`src/lss_pkg.sv`:
```
// lss_pkg: shared constants, mode codes, register indexes and payload types
// for the light seeking swivel controller; no dependencies
`timescale 1ns / 1ps

package lss_pkg;

    localparam int SAMPLE_BITS = 10;
    localparam int FRAC_BITS   = 8;

    localparam int GAIN_W     = 9;
    localparam int GAIN_SHIFT = 8;
    localparam logic [GAIN_W-1:0] GAIN_FULL = 9'd256;

    localparam int TICKS_W = 8;
    localparam int STEPS_W = 8;
    localparam int COUNT_W = 9;
    localparam int MODE_W  = 3;
    localparam int STEP_W  = 9;

    localparam logic [COUNT_W-1:0] COUNT_MAX = 9'd511;

    localparam logic [MODE_W-1:0] MODE_CALIBRATE = 3'd0;
    localparam logic [MODE_W-1:0] MODE_IDLE      = 3'd1;
    localparam logic [MODE_W-1:0] MODE_VERIFY    = 3'd2;
    localparam logic [MODE_W-1:0] MODE_TURN      = 3'd3;
    localparam logic [MODE_W-1:0] MODE_OFF       = 3'd4;

    localparam int ADDR_W = 4;
    localparam int DATA_W = 32;
    localparam logic [1:0] REG_FILTER_GAIN    = 2'd0;
    localparam logic [1:0] REG_CONFIRM_TICKS  = 2'd1;
    localparam logic [1:0] REG_STEPS_PER_MOVE = 2'd2;

    localparam logic [GAIN_W-1:0]  FILTER_GAIN_RST    = 9'd77;
    localparam logic [TICKS_W-1:0] CONFIRM_TICKS_RST  = 8'd66;
    localparam logic [STEPS_W-1:0] STEPS_PER_MOVE_RST = 8'd10;

    typedef logic [SAMPLE_BITS:0] lvl_t;

    typedef struct packed {
        logic [SAMPLE_BITS-1:0] front_raw;
        logic [SAMPLE_BITS-1:0] back_raw;
        logic [SAMPLE_BITS-1:0] left_raw;
        logic [SAMPLE_BITS-1:0] right_raw;
        logic                   swivel_enable;
    } in_t;

    typedef struct packed {
        logic signed [STEP_W-1:0] step_command;
        logic [MODE_W-1:0]        tracker_mode;
        logic                     indicator_on;
    } out_t;

endpackage

```
`src/lss_filter.sv`:
```
// lss_filter: one inverted-sample exponential smoothing channel with its level register
// depends on lss_pkg
`timescale 1ns / 1ps

module lss_filter #(
    parameter int FRAC_BITS = lss_pkg::FRAC_BITS
) (
    input  logic                               aclk,
    input  logic                               aresetn,
    input  logic                               update,
    input  logic [lss_pkg::GAIN_W-1:0]         gain,
    input  logic [lss_pkg::SAMPLE_BITS-1:0]    raw,
    output lss_pkg::lvl_t                      level_int
);

    localparam int VAL_W   = lss_pkg::SAMPLE_BITS + 1;
    localparam int LEVEL_W = VAL_W + FRAC_BITS;
    localparam int SUM_W   = LEVEL_W + lss_pkg::GAIN_W;

    logic [LEVEL_W-1:0] level_reg;
    logic [LEVEL_W-1:0] level_next;
    logic [VAL_W-1:0]   inv_val;
    logic [lss_pkg::GAIN_W-1:0] gain_c;
    logic [SUM_W-1:0]   prod_in;
    logic [SUM_W-1:0]   prod_lvl;
    logic [SUM_W-1:0]   sum;

    always_comb begin
        inv_val    = (VAL_W'(1) << lss_pkg::SAMPLE_BITS) - {1'b0, raw};
        gain_c     = lss_pkg::GAIN_FULL - gain;
        prod_in    = SUM_W'(gain) * SUM_W'({inv_val, {FRAC_BITS{1'b0}}});
        prod_lvl   = SUM_W'(gain_c) * SUM_W'(level_reg);
        sum        = prod_in + prod_lvl;
        level_next = sum[LEVEL_W+lss_pkg::GAIN_SHIFT-1:lss_pkg::GAIN_SHIFT];
    end

    assign level_int = level_next[LEVEL_W-1:FRAC_BITS];

    always_ff @(posedge aclk) begin
        if (!aresetn) begin
            level_reg <= '0;
        end else if (update) begin
            level_reg <= level_next;
        end
    end

endmodule

```
`src/lss_tracker.sv`:
```
// lss_tracker: mode machine with verify counter and step command generation
// depends on lss_pkg
`timescale 1ns / 1ps

module lss_tracker (
    input  logic                          aclk,
    input  logic                          aresetn,
    input  logic                          fire,
    input  logic                          enable,
    input  lss_pkg::lvl_t                 lv_front,
    input  lss_pkg::lvl_t                 lv_back,
    input  lss_pkg::lvl_t                 lv_left,
    input  lss_pkg::lvl_t                 lv_right,
    input  logic [lss_pkg::TICKS_W-1:0]   confirm_ticks,
    input  logic [lss_pkg::STEPS_W-1:0]   steps_per_move,
    output lss_pkg::out_t                 result
);

    logic [lss_pkg::MODE_W-1:0]  mode_reg;
    logic [lss_pkg::MODE_W-1:0]  mode_next;
    logic [lss_pkg::MODE_W-1:0]  mode_cur;
    logic [lss_pkg::COUNT_W-1:0] count_reg;
    logic [lss_pkg::COUNT_W-1:0] count_next;
    logic [lss_pkg::COUNT_W-1:0] count_upd;
    logic signed [lss_pkg::STEP_W-1:0] step;
    logic not_best;
    logic best;

    assign not_best = (lv_front < lv_right) || (lv_front < lv_back) || (lv_front < lv_left);
    assign best     = (lv_front > lv_right) && (lv_front > lv_back) && (lv_front > lv_left);

    always_comb begin
        mode_cur   = enable ? mode_reg : lss_pkg::MODE_OFF;
        mode_next  = mode_cur;
        count_next = count_reg;
        count_upd  = count_reg;
        step       = '0;
        case (mode_cur)
            lss_pkg::MODE_IDLE: begin
                if (not_best) begin
                    mode_next  = lss_pkg::MODE_VERIFY;
                    count_next = '0;
                end
            end
            lss_pkg::MODE_VERIFY: begin
                if (not_best) begin
                    if (count_reg < lss_pkg::COUNT_MAX) begin
                        count_upd = count_reg + 1'b1;
                    end
                end else if (count_reg != '0) begin
                    count_upd = count_reg - 1'b1;
                end
                count_next = count_upd;
                if (count_upd > lss_pkg::COUNT_W'(confirm_ticks)) begin
                    mode_next = lss_pkg::MODE_TURN;
                end else if (count_upd == '0) begin
                    mode_next = lss_pkg::MODE_IDLE;
                end
            end
            lss_pkg::MODE_TURN: begin
                if (best) begin
                    mode_next = lss_pkg::MODE_IDLE;
                end else if (lv_right > lv_left) begin
                    step = -$signed({1'b0, steps_per_move});
                end else begin
                    step = $signed({1'b0, steps_per_move});
                end
            end
            lss_pkg::MODE_OFF: begin
                if (enable) begin
                    mode_next = lss_pkg::MODE_CALIBRATE;
                end
            end
            default: begin
                mode_next = lss_pkg::MODE_IDLE;
            end
        endcase
    end

    assign result.step_command = step;
    assign result.tracker_mode = mode_next;
    assign result.indicator_on = enable;

    always_ff @(posedge aclk) begin
        if (!aresetn) begin
            mode_reg  <= lss_pkg::MODE_CALIBRATE;
            count_reg <= '0;
        end else if (fire) begin
            mode_reg  <= mode_next;
            count_reg <= count_next;
        end
    end

    a_disable_forces_off: assert property (@(posedge aclk) disable iff (!aresetn)
        fire && !enable |=> mode_reg == lss_pkg::MODE_OFF)
        else $error("disabled transaction did not leave mode off");

    a_step_only_turning: assert property (@(posedge aclk) disable iff (!aresetn)
        fire && mode_reg != lss_pkg::MODE_TURN |-> step == '0)
        else $error("step commanded outside turn mode");

    a_off_restarts: assert property (@(posedge aclk) disable iff (!aresetn)
        fire && enable && mode_reg == lss_pkg::MODE_OFF |=> mode_reg == lss_pkg::MODE_CALIBRATE)
        else $error("off mode did not restart calibration");

    a_calibrate_once: assert property (@(posedge aclk) disable iff (!aresetn)
        fire && enable && mode_reg == lss_pkg::MODE_CALIBRATE |=> mode_reg == lss_pkg::MODE_IDLE)
        else $error("calibrate lasted more than one transaction");

endmodule

```
`src/light_seeking_swivel_controller.sv`:
```
// light_seeking_swivel_controller: top level with config registers, input and result registers
// depends on lss_pkg, lss_filter, lss_tracker
//
// usage:
//   s_ channel carries one tick of four raw light samples and the enable switch
//   m_ channel returns one result per tick: step command, mode, indicator
//   config registers sit on the apb port: 0x0 filter_gain, 0x4 confirm_ticks,
//   0x8 steps_per_move; pready is always high, reads return the register value
//   a transaction accepted into the input register moves on to the result register
//   once that is free, and shows on the m_ channel from then on
//   throughput: one transaction per cycle while results are taken; filter multiplies, compares and the
//   mode machine all sit between the input register and the result register
//   a stalled receiver holds the result; the input register takes one more
//   transaction only if it is empty, then s_ready drops until the result is taken
//   reset clears the filter levels, verify count and both valid flags, sets the
//   mode to calibrate and loads the register reset values
`timescale 1ns / 1ps

module light_seeking_swivel_controller #(
    parameter int FRAC_BITS = lss_pkg::FRAC_BITS
) (
    input  logic                          aclk,
    input  logic                          aresetn,
    input  logic                          s_valid,
    output logic                          s_ready,
    input  lss_pkg::in_t                  s_data,
    output logic                          m_valid,
    input  logic                          m_ready,
    output lss_pkg::out_t                 m_data,
    input  logic                          psel,
    input  logic                          penable,
    input  logic                          pwrite,
    input  logic [lss_pkg::ADDR_W-1:0]    paddr,
    input  logic [lss_pkg::DATA_W-1:0]    pwdata,
    output logic [lss_pkg::DATA_W-1:0]    prdata,
    output logic                          pready
);

    logic [lss_pkg::GAIN_W-1:0]  filter_gain_reg;
    logic [lss_pkg::TICKS_W-1:0] confirm_ticks_reg;
    logic [lss_pkg::STEPS_W-1:0] steps_per_move_reg;
    logic [lss_pkg::GAIN_W-1:0]  gain_eff;

    lss_pkg::in_t  in_reg;
    logic          in_valid_reg;
    lss_pkg::out_t out_reg;
    logic          out_valid_reg;
    lss_pkg::out_t result;
    logic          out_free;
    logic          advance;
    logic          cfg_write;

    lss_pkg::lvl_t lv_front;
    lss_pkg::lvl_t lv_back;
    lss_pkg::lvl_t lv_left;
    lss_pkg::lvl_t lv_right;

    assign pready    = 1'b1;
    assign cfg_write = psel && penable && pwrite;

    always_ff @(posedge aclk) begin
        if (!aresetn) begin
            filter_gain_reg    <= lss_pkg::FILTER_GAIN_RST;
            confirm_ticks_reg  <= lss_pkg::CONFIRM_TICKS_RST;
            steps_per_move_reg <= lss_pkg::STEPS_PER_MOVE_RST;
        end else if (cfg_write) begin
            case (paddr[3:2])
                lss_pkg::REG_FILTER_GAIN:    filter_gain_reg    <= pwdata[lss_pkg::GAIN_W-1:0];
                lss_pkg::REG_CONFIRM_TICKS:  confirm_ticks_reg  <= pwdata[lss_pkg::TICKS_W-1:0];
                lss_pkg::REG_STEPS_PER_MOVE: steps_per_move_reg <= pwdata[lss_pkg::STEPS_W-1:0];
                default: ;
            endcase
        end
    end

    always_comb begin
        case (paddr[3:2])
            lss_pkg::REG_FILTER_GAIN:    prdata = lss_pkg::DATA_W'(filter_gain_reg);
            lss_pkg::REG_CONFIRM_TICKS:  prdata = lss_pkg::DATA_W'(confirm_ticks_reg);
            lss_pkg::REG_STEPS_PER_MOVE: prdata = lss_pkg::DATA_W'(steps_per_move_reg);
            default:                     prdata = '0;
        endcase
    end

    assign gain_eff = (filter_gain_reg > lss_pkg::GAIN_FULL) ? lss_pkg::GAIN_FULL
                                                              : filter_gain_reg;

    // handshake and pipeline control
    assign out_free = !out_valid_reg || m_ready;
    assign advance  = in_valid_reg && out_free;
    assign s_ready  = !in_valid_reg || advance;

    always_ff @(posedge aclk) begin
        if (!aresetn) begin
            in_valid_reg  <= 1'b0;
            out_valid_reg <= 1'b0;
        end else begin
            if (s_ready) begin
                in_valid_reg <= s_valid;
            end
            if (out_free) begin
                out_valid_reg <= in_valid_reg;
            end
        end
    end

    always_ff @(posedge aclk) begin
        if (s_valid && s_ready) begin
            in_reg <= s_data;
        end
        if (advance) begin
            out_reg <= result;
        end
    end

    lss_filter #(.FRAC_BITS(FRAC_BITS)) u_filt_front (
        .aclk(aclk), .aresetn(aresetn), .update(advance), .gain(gain_eff),
        .raw(in_reg.front_raw), .level_int(lv_front)
    );

    lss_filter #(.FRAC_BITS(FRAC_BITS)) u_filt_back (
        .aclk(aclk), .aresetn(aresetn), .update(advance), .gain(gain_eff),
        .raw(in_reg.back_raw), .level_int(lv_back)
    );

    lss_filter #(.FRAC_BITS(FRAC_BITS)) u_filt_left (
        .aclk(aclk), .aresetn(aresetn), .update(advance), .gain(gain_eff),
        .raw(in_reg.left_raw), .level_int(lv_left)
    );

    lss_filter #(.FRAC_BITS(FRAC_BITS)) u_filt_right (
        .aclk(aclk), .aresetn(aresetn), .update(advance), .gain(gain_eff),
        .raw(in_reg.right_raw), .level_int(lv_right)
    );

    lss_tracker u_tracker (
        .aclk(aclk),
        .aresetn(aresetn),
        .fire(advance),
        .enable(in_reg.swivel_enable),
        .lv_front(lv_front),
        .lv_back(lv_back),
        .lv_left(lv_left),
        .lv_right(lv_right),
        .confirm_ticks(confirm_ticks_reg),
        .steps_per_move(steps_per_move_reg),
        .result(result)
    );

    assign m_valid = out_valid_reg;
    assign m_data  = out_reg;

endmodule
```
`config.mk`:
```
export PLATFORM = sky130hd
export DESIGN_NAME = light_seeking_swivel_controller
export DESIGN_NICKNAME = d
export VERILOG_FILES = /design/src/lss_pkg.sv /design/src/lss_filter.sv /design/src/lss_tracker.sv /design/src/light_seeking_swivel_controller.sv
export SDC_FILE = /design/constraint.sdc
export NUM_CORES = 2
export LEC_CHECK = 0
export ABC_AREA = 0
export BUFFER_PORTS_ARGS = -buffer_cell sky130_fd_sc_hd__buf_4
export CAP_MARGIN = 20
export CORE_AREA = 5 5 306 308
export DETAILED_ROUTE_END_ITERATION = 7
export DIE_AREA = 0 0 311 313
export GPL_TIMING_DRIVEN = 0
export MAX_ROUTING_LAYER = met4
export PLACE_DENSITY = 0.62
export SYNTH_ARGS = -nofsm -noshare
export SYNTH_HDL_FRONTEND = slang
export SYNTH_SLANG_ARGS = --single-unit
```
`constraint.sdc`:
```
create_clock -name aclk -period 16.7 [get_ports aclk]
set_clock_uncertainty 0.15 [all_clocks]
set_input_delay 3.34 -clock aclk [delete_from_list [all_inputs] [get_ports aclk]]
set_output_delay 3.34 -clock aclk [all_outputs]
set_load 0.05 [all_outputs]
```
==> flow_metrics.py <==
metrics = {
    "synth": {
        "syn_avg_cell_area_um2": 8.625,
        "synth_edf_count": 54,
        "yosysSeqAreaShare": 0.09286,
        "synth_top_area_share": 0.3771,
        "ys_async_sr_fraction": 0,
        "synthFlopType": "dfxtp_1",
        "synthTopCellsByArea": "fa_1 (38%), ha_1 (11%), inv_1 (7.9%), and2_1 (6.3%), nand2_1 (6.1%)",
        "ys_seq_elements": 169,
        "netlist_area_mm2": 0.04226,
        "yosys.area.top_type": "fa_1",
        "netlist_instances": 4899,
        "synth_cell_type_count": 91,
        "synth_warnings": 0,
    },
    "die": {
        "die_w_um": 311,
        "die_h_um": 313,
        "fp.coreArea_mm2": 0.09083,
        "dieArea_mm2": 0.09734,
        "initial_core_util": 0.4652,
        "row_count": 111,
        "ioPinCount": 132,
    },
    "detailed_routing": {
        "wire_per_inst_um": 21.19,
        "finalWirelength_um": 132100,
        "firstDrtPassIters": 6,
        "ant_nets": 0,
        "post-route-drc-count": 0,
        "num_vias": 33138,
        "drt-initial-drc-count": 2601,
        "routed_via_density": 5.316,
    },
    "layout": {
        "area_growth_syn_to_layout_pct": 6.828,
        "final_util": 0.4970,
        "final_net_count": 6285,
        "largest_reg_flops": 41,
        "drive_above_1_share": 0.03908,
        "layout_commonest_cell": "inv_1",
        "mostFrequentLayoutCells": "inv_1 (884), fa_1 (796), nand2_1 (684), and2_1 (425), ha_1 (377)",
    },
    "sta": {
        "slew_violations": 0,
        "max_slew.worst_pin.slew_ps": 1291,
        "hold_viol_final": 0,
        "rsz0062_at_grt": "no",
        "slew_headroom": 0.1390,
        "setup_viol": 0,
        "final.period_utilization": 0.9693,
        "final.min_clock_period_ps": 16190,
        "fmax_mhz": 61.78,
        "worst_slack_ps": 512.8,
    },
    "cts": {
        "cts_buffers": 17,
        "clockBufferDepth": 2,
        "clock-root-buffer": "clkbuf_16",
        "path_clk_slew_ps": 90,
        "tritoncts": "built",
        "clk_latency_ps": 530,
        "cts_htree_levels": 4,
        "cts.sink_count": 169,
        "holdBufCountCts": 0,
    },
    "worst_hold_path": {
        "hp-class": "reg2reg",
    },
    "setup_path": {
        "start_kind": "flip-flop",
        "crit_type": "reg2reg",
        "worstPathArrival_ps": 16290,
        "worst_ep_required_time_ps": 16810,
        "path_common_cell": "clkbuf_1",
        "end_kind": "flip-flop",
        "critPathMaxStageDelay_ps": 770,
        "worstPathMaxFanout": 13,
        "cp_slowest_cell": "clkbuf_1",
    },
    "place": {
        "globalplace.congestion": 1.015,
        "portBuffers": 82,
        "hpwlAfterDp_um": 108100,
        "dp_slack_ps": -113.0,
    },
    "global_route": {
        "antenna_found_initial": 5,
        "gr-total-overflow": 0,
        "grtUsageTotal": 0.2832,
        "grt_max_degree": 41,
        "grt_pass1_vias": 33544,
        "grt_pass1_wl_um": 203300,
    },
    "run": {
        "drv_cap": 0,
    },
    "outcome": {
        "outcome": "complete, no violations",
    },
}
==> timing repair <==
action,4_1_cts,5_1_grt
endpoints found under the setup margin,4,4
buffers inserted,0,0
gates resized for setup,0,1
==> layout make-up <==
class	instances	area, um2
clock buffers	20	478.0
well taps	1186	1484
multi-input cells	3601	33990
diodes	7	17.52
repair buffers	89	698.2
plain buffers	258	1075
inverters	892	3352
flip-flops and latches	169	3924
clock inverters	12	122.6
fillers	8835	45690
==> cells by family (layout without fill, tap and decap cells) <==
kind of cell               after synthesis  in the layout  share of synthesized area
and+or+nand+nor                       1701           1701                     0.1915
adders and majority gates             1173           1173                     0.4887
buffers and inverters                 1151           1271                     0.1047
AOI/OAI and AO/OA                      444            444                    0.06698
xor gates and xnor gates               231            231                    0.04821
DFF                                    169            169                    0.09286
muxes                                   28             28                   0.006840
other                                    2             31                  0.0001777
==> cells in the mapped netlist, drive strengths merged, types with 80 or more instances <==
| library cell | number |
|---|---|
| nand2 | 684 |
| a21oi | 193 |
| buf | 81 |
| fa | 796 |
| inv | 887 |
| dfxtp | 115 |
| xnor2 | 150 |
| clkbuf | 178 |
| xor2 | 80 |
| and2 | 426 |
| nor2 | 343 |
| ha | 377 |
==> final timing paths <==
check | start | end | slack (ps) | cells past startpoint
min reg2reg | in_valid_reg | m_valid | 360 | 2
max reg2reg | filter_gain_reg[8] | m_data[2] | 510 | 52
min | in_valid_reg | m_valid | 360 | 2
max | filter_gain_reg[8] | m_data[2] | 510 | 52
==> metrics by stage <==
step / hold WS (ps) / std cells / cell area (um2) / setup TNS, ps
2_1_floorplan: 303.2 / 4921 / 42340 / 0
3_3_place_gp: 350.1 / 6189 / 44440 / -6.642
3_5_place_dp: 352.7 / 6193 / 44490 / -233.6
4_1_cts: 366.0 / 6224 / 45080 / 0
5_1_grt: 404.0 / 6227 / 45120 / 0
6_report: 364.0 / 6234 / 45140 / 0
==> per-layer routing <==
layer,global-route usage,wire length [um]
met4,0.09600,5493
met2,0.4436,60290
met3,0.05587,10820
met5,-,0
met1,0.3721,55470
==> worst max-delay path, delay by kind of cell, from the launching register on <==
kind | cells | cell delay, ps
buffers and inverters | 10 | 3840
and+or+nand+nor | 16 | 2910
xor gates and xnor gates | 3 | 1110
adders and majority gates | 9 | 3530
AOI/OAI and AO/OA | 14 | 3840
DFF | 1 | 470
Power is not shown: default switching activity piles up to over one toggle a cycle in this logic, so the estimate is an artifact.
